File: src/rtl/svrp_pkg.sv
`default_nettype none
package svrp_pkg;

	localparam int CFG_INDEX_W = 3;
	localparam int CFG_DATA_W  = 32;

	typedef enum logic [CFG_INDEX_W-1:0] {
		REG_AXIS_SCALE   = 3'd0,
		REG_ACCEL_LIMIT  = 3'd1,
		REG_MAX_RATE     = 3'd2,
		REG_PERIOD_SEC   = 3'd3,
		REG_PERIOD_RATE  = 3'd4,
		REG_VEL_WORD_GAIN = 3'd5
	} cfg_reg_t;

	localparam logic [31:0] RST_AXIS_SCALE  = 32'd65536;
	localparam logic [31:0] RST_ACCEL_LIMIT = 32'd65536;
	localparam logic [23:0] RST_MAX_RATE    = 24'd25000;
	localparam logic [31:0] RST_PERIOD_SEC  = 32'd4294967;
	localparam logic [19:0] RST_PERIOD_RATE = 20'd1000;
	localparam logic [31:0] RST_VEL_GAIN    = 32'd16777216;

	// saturation limits of the shared multiplier, the divider's quotient cap and the error tolerance
	localparam logic [63:0] LIM47  = 64'h0000_7FFF_FFFF_FFFF;
	localparam logic [63:0] LIM60  = 64'h1000_0000_0000_0000;
	localparam logic [63:0] LIM61  = 64'h2000_0000_0000_0000;
	localparam logic [63:0] LIM62  = 64'h4000_0000_0000_0000;
	localparam logic [63:0] LIMW   = 64'h0000_0000_8000_0000;
	localparam logic [51:0] TCAP   = {52{1'b1}};
	localparam logic [63:0] ERR_TOL = 64'd6;

	function automatic logic [63:0] mag64(input logic signed [63:0] a);
		mag64 = a[63] ? (64'd0 - a) : a;
	endfunction

endpackage
`default_nettype wire

File: src/rtl/svrp_mul.sv
`default_nettype none
module svrp_mul (
	input  wire                clk,
	input  wire                arst_n,
	input  wire                start,
	input  wire signed [63:0]  a,
	input  wire signed [63:0]  b,
	input  wire        [5:0]   sh,
	input  wire        [63:0]  lim,
	output logic               done,
	output logic signed [63:0] res
);
	import svrp_pkg::*;

	logic         busy_q;
	logic [2:0]   cnt_q;
	logic [63:0]  ua_q, ub_q, lim_q;
	logic         neg_q;
	logic [5:0]   sh_q;
	logic [127:0] prod_q;
	logic         done_q;
	logic signed [63:0] res_q;

	logic [31:0]  pa, pb;
	logic [63:0]  pp;
	logic [127:0] pp_w;
	logic [127:0] shifted;
	logic [63:0]  m;

	// one 32x32 partial product per cycle
	always_comb begin
		pa = cnt_q[1] ? ua_q[63:32] : ua_q[31:0];
		pb = cnt_q[0] ? ub_q[63:32] : ub_q[31:0];
		pp = pa * pb;
		case (2'(cnt_q[1]) + 2'(cnt_q[0]))
			2'd0:    pp_w = {64'd0, pp};
			2'd1:    pp_w = {32'd0, pp, 32'd0};
			default: pp_w = {pp, 64'd0};
		endcase
		shifted = prod_q >> sh_q;
		m = (shifted[127:64] != 64'd0 || shifted[63:0] > lim_q) ? lim_q : shifted[63:0];
	end

	always_ff @(posedge clk or negedge arst_n) begin
		if (!arst_n) begin
			busy_q <= 1'b0;
			cnt_q  <= 3'd0;
			done_q <= 1'b0;
		end else begin
			done_q <= !start && busy_q && (cnt_q == 3'd4);
			if (start) begin
				busy_q <= 1'b1;
				cnt_q  <= 3'd0;
			end else if (busy_q) begin
				if (cnt_q == 3'd4) begin
					busy_q <= 1'b0;
				end else begin
					cnt_q <= cnt_q + 3'd1;
				end
			end
		end
	end

	always_ff @(posedge clk) begin
		if (start) begin
			ua_q   <= mag64(a);
			ub_q   <= mag64(b);
			neg_q  <= a[63] ^ b[63];
			sh_q   <= sh;
			lim_q  <= lim;
			prod_q <= 128'd0;
		end else if (busy_q) begin
			if (cnt_q == 3'd4) begin
				res_q <= neg_q ? $signed(64'd0 - m) : $signed(m);
			end else begin
				prod_q <= prod_q + pp_w;
			end
		end
	end

	assign done = done_q;
	assign res  = res_q;

endmodule
`default_nettype wire

File: config.mk
export PLATFORM = sky130hd
export DESIGN_NAME = svrp_mul
export DESIGN_NICKNAME = d
export VERILOG_FILES = /design/src/rtl/svrp_pkg.sv /design/src/rtl/svrp_mul.sv
export SDC_FILE = /design/constraint.sdc
export NUM_CORES = 2
export LEC_CHECK = 0
export ABC_AREA = 1
export BUFFER_PORTS_ARGS = -buffer_cell sky130_fd_sc_hd__buf_2
export CELL_PAD_IN_SITES_DETAIL_PLACEMENT = 1
export CELL_PAD_IN_SITES_GLOBAL_PLACEMENT = 1
export CORE_AREA = 2 2 402 404
export DETAILED_ROUTE_END_ITERATION = 10
export DIE_AREA = 0 0 404 406
export PLACE_DENSITY_LB_ADDON = 0.05
export SLEW_MARGIN = 20
export SYNTH_ARGS = -nofsm -noshare
export SYNTH_HDL_FRONTEND = slang
export SYNTH_SLANG_ARGS = --single-unit
File: constraint.sdc
create_clock -name clk -period 25.4 [get_ports clk]
set_input_delay 5.08 -clock clk [delete_from_list [all_inputs] [get_ports clk]]
set_output_delay 5.08 -clock clk [all_outputs]
set_load 0.02 [all_outputs]
==> impl_metrics.toml <==
[timing]
rsz0062_at_grt = "false"
finalSetupTns_ns = 0
whs_ns = 0.536
fin_crit_sh_pct = 57.6
setup_violations = 0
worst_pin_slew_ns = 1.31
fmax_ghz = 0.0683
finalClockSkew_ns = 0.0841
hold_viol = 0
report.final.slew_viol_count = 0
slew_headroom_pct = 11.8
period_needed_ns = 14.63

[yosys]
netlist_top_cells_count = "nand2_1, inv_1, nor2_1"
ys_seq_area_share_pct = 14.8
synth-edff-count = 263
netlist_area_um2 = 71500
avgSynthCellArea_um2 = 7.07
synth.top_cell.area_share_pct = 25.1
synthDistinctLibCells = 56
ys_warn_count = 0
yosys_register_bits = 396
synth.most_common_cell = "nand2_1"
netlist_instances = 10100
ys_top_cells_by_area = "fa_1, edfxtp_1, nand2_1"
ys.flop_type = "edfxtp_1"
synthArstFlopShare_pct = 1.26
synthesis.nets = 11700
yosysTopAreaCell = "fa_1"

[cells_and_area]
ff_latch_area_um2 = 10600
final_nets = 11700
fillers = 20600
final_area_um2 = 76900
drive_gt1_share_pct = 6.48
multiInputGateArea_um2 = 52700
syn_to_final_growth_pct = 7.54

[placement]
io_buffers = 265
place.gp.congestion = 1.05
detailed_place_hpwl_um = 278000
place_area_um2 = 75000

[worst_setup_path]
crit_top_cell = "fa_1"
reg2reg_slack_ns = 10.77
cp.arrival_ns = 15.26
startpoint_type = "register"
critPathMaxStageDelay_ns = 0.98
crit_type = "register to register"
end_kind = "register"
cpMaxStageDelayCell = "dfrtp_2"
cp_data_required_time_ns = 26.02
path_max_fanout = 36

[clock_network]
clock_latency_ns = 0.74
h-tree-depth = 2
path_clk_slew_ns = 0.06
cts_hold_buffers = 0
clock_path_buffers = 3
cts.repair.resized = 0
cts-root-buf = "clkbuf_16"
cts.sink_count = 396
cts_buffers = 52
post_cts_buffers = 0
cts_tree = "done"

[floorplanning]
initial_core_util_pct = 44.8
design.core.area_um2 = 160000
die_area_um2 = 164000
die_h_um = 406
chipWidth_um = 404
fp-row-count = 147
io-pin-count = 266

[global_route]
grt_max_degree = 190
globalRouteOverflowTotal = 0
grt_pass1_vias = 77300
grt_first_pass_wirelength_um = 499000
grt_use_total_pct = 41.4
antenna_found_initial = 9

[detailed_routing]
drt-total-wl_um = 341000
vias = 71700
via_per_inst = 5.83
drcViolationCount = 0
drtIter0Drc = 5976
wl_per_cell_um = 27.7
postRouteAntennaNets = 0
drt_pass1_iterations = 6

[run_status]
status = "completed"

[hold_path]
hold_path_class = "register to register"

[job]
cap_violations = 0
==> per-stage QoR <==
stage | utilization [%] | worst slack [ns] | cells
final | 48.2 | 10.77 | 12300
after global routing | 48.2 | 10.21 | 12300
after CTS | 48.2 | 11.19 | 12300
after detailed placement | 47.0 | 11.20 | 12200
after global placement | 47.0 | 11.33 | 12200
after floorplan | - | 14.71 | 10100
==> cell families after synthesis <==
group | share of synthesized area [%]
mux | 0.630
xor+xnor | 3.87
fa+ha+maj | 33.1
buf+inv | 11.9
simple gates | 24.7
compound gates | 10.9
flops | 14.8
==> state kept, by name, summed over array words and instances, names as in the netlist <==
name,cells
prod_q,128
lim_q,64
res,64
ua_q,64
ub_q,64
sh_q,6
cnt_q,3
busy_q,1
done,1
neg_q,1
==> routing by layer <==
layer  wire length [um]  GRT usage, %
met5                 54             0
met4              34400          34.6
met3              22100          6.49
met2             159000          68.6
met1             125000          47.1
==> layout make-up <==
cell class,count,area share (%)
diodes,6,0.0195
clock buffers,61,1.76
clock inverters,36,0.662
inverters,1820,8.89
multi-input cells,7501,68.5
flip-flops and latches,396,13.8
well taps,2086,3.39
repair buffers,391,3.00
==> critical path, delay by kind of cell, from the launching register on <==
kind / cells / cell delay [ns]
buffers and inverters: 8 / 2.21
flip-flops: 1 / 0.98
adder cells (fa/ha/maj): 10 / 5.37
AND/OR/NAND/NOR: 14 / 3.12
XOR/XNOR: 1 / 0.59
AO/OA/AOI/OAI: 9 / 2.25
==> final timing paths <==
check,depth (start not counted),to,startpoint
max,42,prod_q[125],cnt_q[0]
min,2,prod_q[2],prod_q[2]
max reg2reg,42,prod_q[125],cnt_q[0]
min reg2reg,2,prod_q[2],prod_q[2]
max in group asynchronous,1,cnt_q[1],arst_n
min in group asynchronous,1,busy_q,arst_n
==> cell usage in the layout, fill, tap and decap left out, types with 52 or more instances in the layout <==
cell type and instances:
nand3_1 592, a21oi_1 496, nand2_1 2035, buf_4 124, nor3_1 61, edfxtp_1 263, xnor2_1 112, ha_1 460
or2_2 87, o22ai_1 62, clkbuf_16 52, dfxtp_1 128, fa_1 897, nor2_1 1447, o21ai_0 541, xor2_1 196
a31oi_1 115, buf_2 264, inv_1 1761
Power is left out: the tool's default activity adds up to more than one toggle a clock period on the data nets, which glitch-free logic cannot reach.
