===== src/rtl/svrp_pkg.sv =====
`default_nettype none
package svrp_pkg;

	localparam int CFG_INDEX_W = 3;
	localparam int CFG_DATA_W  = 32;

	typedef enum logic [CFG_INDEX_W-1:0] {
		REG_AXIS_SCALE   = 3'd0,
		REG_ACCEL_LIMIT  = 3'd1,
		REG_MAX_RATE     = 3'd2,
		REG_PERIOD_SEC   = 3'd3,
		REG_PERIOD_RATE  = 3'd4,
		REG_VEL_WORD_GAIN = 3'd5
	} cfg_reg_t;

	localparam logic [31:0] RST_AXIS_SCALE  = 32'd65536;
	localparam logic [31:0] RST_ACCEL_LIMIT = 32'd65536;
	localparam logic [23:0] RST_MAX_RATE    = 24'd25000;
	localparam logic [31:0] RST_PERIOD_SEC  = 32'd4294967;
	localparam logic [19:0] RST_PERIOD_RATE = 20'd1000;
	localparam logic [31:0] RST_VEL_GAIN    = 32'd16777216;

	// saturation limits of the shared multiplier, the divider's quotient cap and the error tolerance
	localparam logic [63:0] LIM47  = 64'h0000_7FFF_FFFF_FFFF;
	localparam logic [63:0] LIM60  = 64'h1000_0000_0000_0000;
	localparam logic [63:0] LIM61  = 64'h2000_0000_0000_0000;
	localparam logic [63:0] LIM62  = 64'h4000_0000_0000_0000;
	localparam logic [63:0] LIMW   = 64'h0000_0000_8000_0000;
	localparam logic [51:0] TCAP   = {52{1'b1}};
	localparam logic [63:0] ERR_TOL = 64'd6;

	function automatic logic [63:0] mag64(input logic signed [63:0] a);
		mag64 = a[63] ? (64'd0 - a) : a;
	endfunction

endpackage
`default_nettype wire


===== src/rtl/svrp_div.sv =====
`default_nettype none
module svrp_div (
	input  wire         clk,
	input  wire         arst_n,
	input  wire         start,
	input  wire  [63:0] n,
	input  wire  [63:0] d,
	output logic        done,
	output logic [51:0] q
);
	import svrp_pkg::*;

	logic        busy_q;
	logic [5:0]  cnt_q;
	logic [63:0] r_q, d_q;
	logic [19:0] sr_q;
	logic [51:0] q_q;
	logic        done_q;

	logic [64:0] rr;
	logic        ge;
	logic        ovf;

	always_comb begin
		rr  = {r_q, sr_q[19]};
		ge  = rr >= {1'b0, d_q};
		ovf = {20'd0, n} >= {d, 20'd0};
	end

	always_ff @(posedge clk or negedge arst_n) begin
		if (!arst_n) begin
			busy_q <= 1'b0;
			cnt_q  <= 6'd0;
			done_q <= 1'b0;
		end else begin
			done_q <= start ? ovf : (busy_q && (cnt_q == 6'd0));
			if (start) begin
				busy_q <= !ovf;
				cnt_q  <= 6'd51;
			end else if (busy_q) begin
				if (cnt_q == 6'd0) begin
					busy_q <= 1'b0;
				end else begin
					cnt_q <= cnt_q - 6'd1;
				end
			end
		end
	end

	// restoring division, one quotient bit a cycle
	always_ff @(posedge clk) begin
		if (start) begin
			d_q  <= d;
			r_q  <= {20'd0, n[63:20]};
			sr_q <= n[19:0];
			q_q  <= ovf ? TCAP : 52'd0;
		end else if (busy_q) begin
			r_q  <= ge ? 64'(rr - {1'b0, d_q}) : rr[63:0];
			sr_q <= {sr_q[18:0], 1'b0};
			q_q  <= {q_q[50:0], ge};
		end
	end

	assign done = done_q;
	assign q    = q_q;

endmodule
`default_nettype wire

===== config.mk =====
export PLATFORM = sky130hd
export DESIGN_NAME = svrp_div
export DESIGN_NICKNAME = d
export VERILOG_FILES = /design/src/rtl/svrp_pkg.sv /design/src/rtl/svrp_div.sv
export SDC_FILE = /design/constraint.sdc
export NUM_CORES = 1
export LEC_CHECK = 0
export BUFFER_PORTS_ARGS = -buffer_cell sky130_fd_sc_hd__buf_2
export CAP_MARGIN = 15
export CORE_MARGIN = 1
export CORE_UTILIZATION = 40
export CTS_CLUSTER_DIAMETER = 60
export DETAILED_ROUTE_END_ITERATION = 8
export SLEW_MARGIN = 0
export SYNTH_ARGS = -nofsm -noshare
export SYNTH_HDL_FRONTEND = slang
export SYNTH_SLANG_ARGS = --single-unit

===== constraint.sdc =====
create_clock -name clk -period 3.54 [get_ports clk]
set_input_delay 0.177 -clock clk [delete_from_list [all_inputs] [get_ports clk]]
set_output_delay 0.177 -clock clk [all_outputs]
set_load 0.01 [all_outputs]

==> metrics.md <==
| Metric | Value |
|---|---|
| GR Layer Usage met3 | `0.03227` |
| Maximum VDD drop | `roughly 0.00035 V` |
| Vias in the first global route | `between 10,000 and 15,000` |
| Setup tns final | `0 ns` |
| Layout cell share with drive strength beyond 1 | `0.2171` |
| Total number of vias | `11,820` |
| Actual slew at the worst max-slew pin | `0.7749 ns` |
| CTS tree | `yes` |
| Num CTS Buffers | `29` |
| GRT busiest layer | `met2` |
| Register area share after synthesis | `0.4368` |
| Netlist cell types | `72` |
| Ys flop type | `edfxtp_1` |
| Clock power share | `0.394` |
| Worst Reg2Reg Path Length in Cells | `13` |
| Rel. slew slack | `0.4834` |
| Yosys Warn Count | `0` |
| Placed cell area | `0.01555 sq mm` |
| Leakage Power | `0.008037 uW` |
| GRT Total Usage | `0.2122` |
| Origin of the worst setup path | `r_q[0]` |
| Initial core utilization | `0.4080` |
| Setup violations, final | `0` |
| Worst setup path endpoint | `r_q[6]` |
| DR WL/cell | `16.70 microns` |
| Critical path endpoint category | `register` |
| Worst min-delay path category | `in -> reg` |
| Grt met1 use | `0.2909` |
| Sequential share of power | `0.374` |
| Final Hold Fails | `0` |
| DRT antenna net count | `0` |
| Nets | `between 2,000 and 2,500` |
| First DRT Iteration DRCs | `721` |
| Max_cap viols | `0` |
| Max Freq | `between 200 and 300 MHz` |
| RSZ-0062 raised after global routing | `true` |
| Number of H-tree levels | `1` |
| Full die area | `0.03512 sq mm` |
| Layout area overhead | `31.40%` |
| Root buffer cell | `clkbuf_16` |
| Logic pwr share | `0.231` |
| Worst skew pair latency | `between 0.5 and 0.6 ns` |
| Num ports | `about 180` |
| Flops & latches, synth | `208` |
| Largest net degree at the start of global routing | `approximately 120` |
| DRC | `0` |
| CP Max Fanout | `33` |
| Sw Ratio | `0.2857` |
| Top-count cell post-synth | `inv_1` |
| Dominant cell type by area after synthesis | `edfxtp_1` |
| Synth area leaders | `edfxtp_1 (39%), ha_1 (10%), inv_1 (5.7%)` |
| Synthesized area per cell | `approximately 9.5 sq um` |
| Syn nets | `1,693` |
| Placer Congestion | `between 0.8 and 0.9` |
| Initial DRT Pass Iterations | `5` |
| GRT met2 Usage | `0.3459` |
| Clock Path Buffers | `3` |
| Clock skew | `0.02484 ns` |
| Core Region | `0.03370 sq mm` |
| Power per Cell Area | `426.0 mW/mm^2` |
| Clock transition at path regs | `0.05 ns` |
| Die Y | `between 150 and 200 microns` |
| Final Max Slew Viols | `0` |
| Post-Syn Area | `0.01375 sq mm` |
| Initial antenna violation count | `1` |
| First-pass GRT wire length | `approximately 60 mm` |
| Reg2reg end | `r_q[6]` |
| Hpwl dp | `~27 mm` |
| Commonest cells in the netlist | `inv_1 (209), edfxtp_1 (180), a21oi_1 (127)` |
| Worst r2r src | `r_q[0]` |
| Cells after Synth | `between 1,000 and 1,500` |
| R2r setup slk | `0.06 ns` |
| Critical path startpoint category | `register` |
| Post-synth EDFFs | `180` |
| DRT Wirelength | `37.81 mm` |
| Arrival time of the worst setup path | `3.73 ns` |
| Final Util | `0.5361` |
| P_sw | `2198 uW` |
| Die Span X | `around 190 microns` |
| Layout Cell Area excl Fill | `approximately 0.018 sq mm` |
| Final worst-path cycle share | `0.9822` |
| Grt ovf | `0` |
| CTS sink cnt | `208` |
| Async SR Flop Fraction | `0.03846` |
| FP Rows | `67` |
| Yosys top cell area share | `0.3932` |
| Critical Path RT | `approximately 3.8 ns` |
| Vias per cell | `5.222` |
| Final critical-path required period | `around 3.5 ns` |
| Crit path kind | `reg -> reg` |
| Number of buffers added on ports | `183` |
| Status | `finished, final reports clean` |
| P_int | `5497 uW` |
how the worst min path moves through the flow:
stage          depth (start not counted)  slack, ns      end   start
6_report                               3       0.02  r_q[26]   n[46]
5_1_grt                                2      0.001   r_q[1]   n[21]
2_1_floorplan                          0      -0.12   busy_q  arst_n
3_3_place_gp                           1       0.03     done  arst_n
3_5_place_dp                           1       0.03     done  arst_n
4_1_cts                                2      0.001   r_q[1]   n[21]
cell type report:
class / instances / area, sq um
fill: 3094 / 15640
sequential: 208 / 6006
inverter: 209 / 784.5
tap: 448 / 560.5
timing repair buffer: 380 / 2779
multi-input combinational: 965 / 6922
clock buffer: 35 / 800.8
clock inverter: 18 / 210.2
antenna: 1 / 2.502
power by group through the flow:
stage                     logic, uW  registers [uW]  clock network (uW)
after CTS                      1700            2880                3100
after detailed placement       1570            2920                   0
after global placement         1560            2920                   0
after floorplan                1050            2900                   0
final                          1780            2880                3040
after global routing           1970            2890                3180
logic make-up (layout without fill, tap and decap cells):
group           after synthesis  after routing  share of synthesized area
compound gates              418            418                     0.1945
simple gates                337            337                     0.1179
buf+inv                     278            642                    0.07881
flops                       208            208                     0.4368
fa+ha+maj                   111            111                     0.1016
xor+xnor                     57             57                    0.03631
mux                          42             42                    0.03413
other cells                   0              1                          0
registers in the layout (all words and copies together), names as in the netlist:
name and cells:
cnt_q 6, sr_q 20, q 52, busy_q 1, done 1, r_q 64
d_q 64
repair_timing:
item,CTS,global route
pin swaps,2,6
setup buffers,2,5
endpoints found under the setup margin,40,64
hold buffers,120,0
resized for setup,7,35
hold endpoints to repair,125,0
per-stage QoR:
stage / instances / total power [uW] / hold WS, ns / setup WS [ns]
global route: 2263 / 8045 / 0.001175 / -0.1425
floorplan: 1451 / 3952 / -0.1186 / 0.2916
global placement: 2083 / 4479 / 0.03228 / -0.2163
detailed placement: 2083 / 4489 / 0.03086 / -0.2040
CTS: 2258 / 7676 / 0.001306 / 0.02064
finish: 2264 / 7696 / 0.01827 / 0.06299
placed cells by master, fill, tap and decap left out, drive strengths merged, types with 4 or more instances in the layout:
cell type and instances:
dfrtp 8, xnor2 34, o21ai 103, dfxtp 20
mux2 39, o21a 10, a21o 46, buf 259
nor3 21, o21bai 18, a311oi 13, a31oi 9
or4 5, nand3 13, xor2 23, nor2 104
nor2b 11, or3 6, a211o 5, dlygate4sd3 120
a211oi 35, a21oi 129, ha 110, a41oi 4
nor4 13, clkbuf 36, inv 216, nand2 90
nand4 38, nand2b 12, edfxtp 180, o31a 8
and2 6, o31ai 7, clkinv 6
routing by layer:
layer | vias up | routed length (microns)
met2 | 315 | 16960
met3 | 64 | 1910
met5 | - | 0
met1 | 5536 | 17870
met4 | 0 | 1071
li1 | 5908 | -
worst max-delay path, cell delays in order (launching register included):
cell and delay [ns]:
edfxtp_1 0.42, ha_1 0.32, nor2b_1 0.15, o31a_2 0.34, o311ai_4 0.33, a2111oi_4 0.13
nor3_2 0.29, a21oi_2 0.14, o2111ai_4 0.28, a21o_4 0.19, buf_12 0.18, nor2_1 0.07
a211oi_1 0.26, a21oi_1 0.07
No activity file was read; power rests on OpenSTA's default activity.
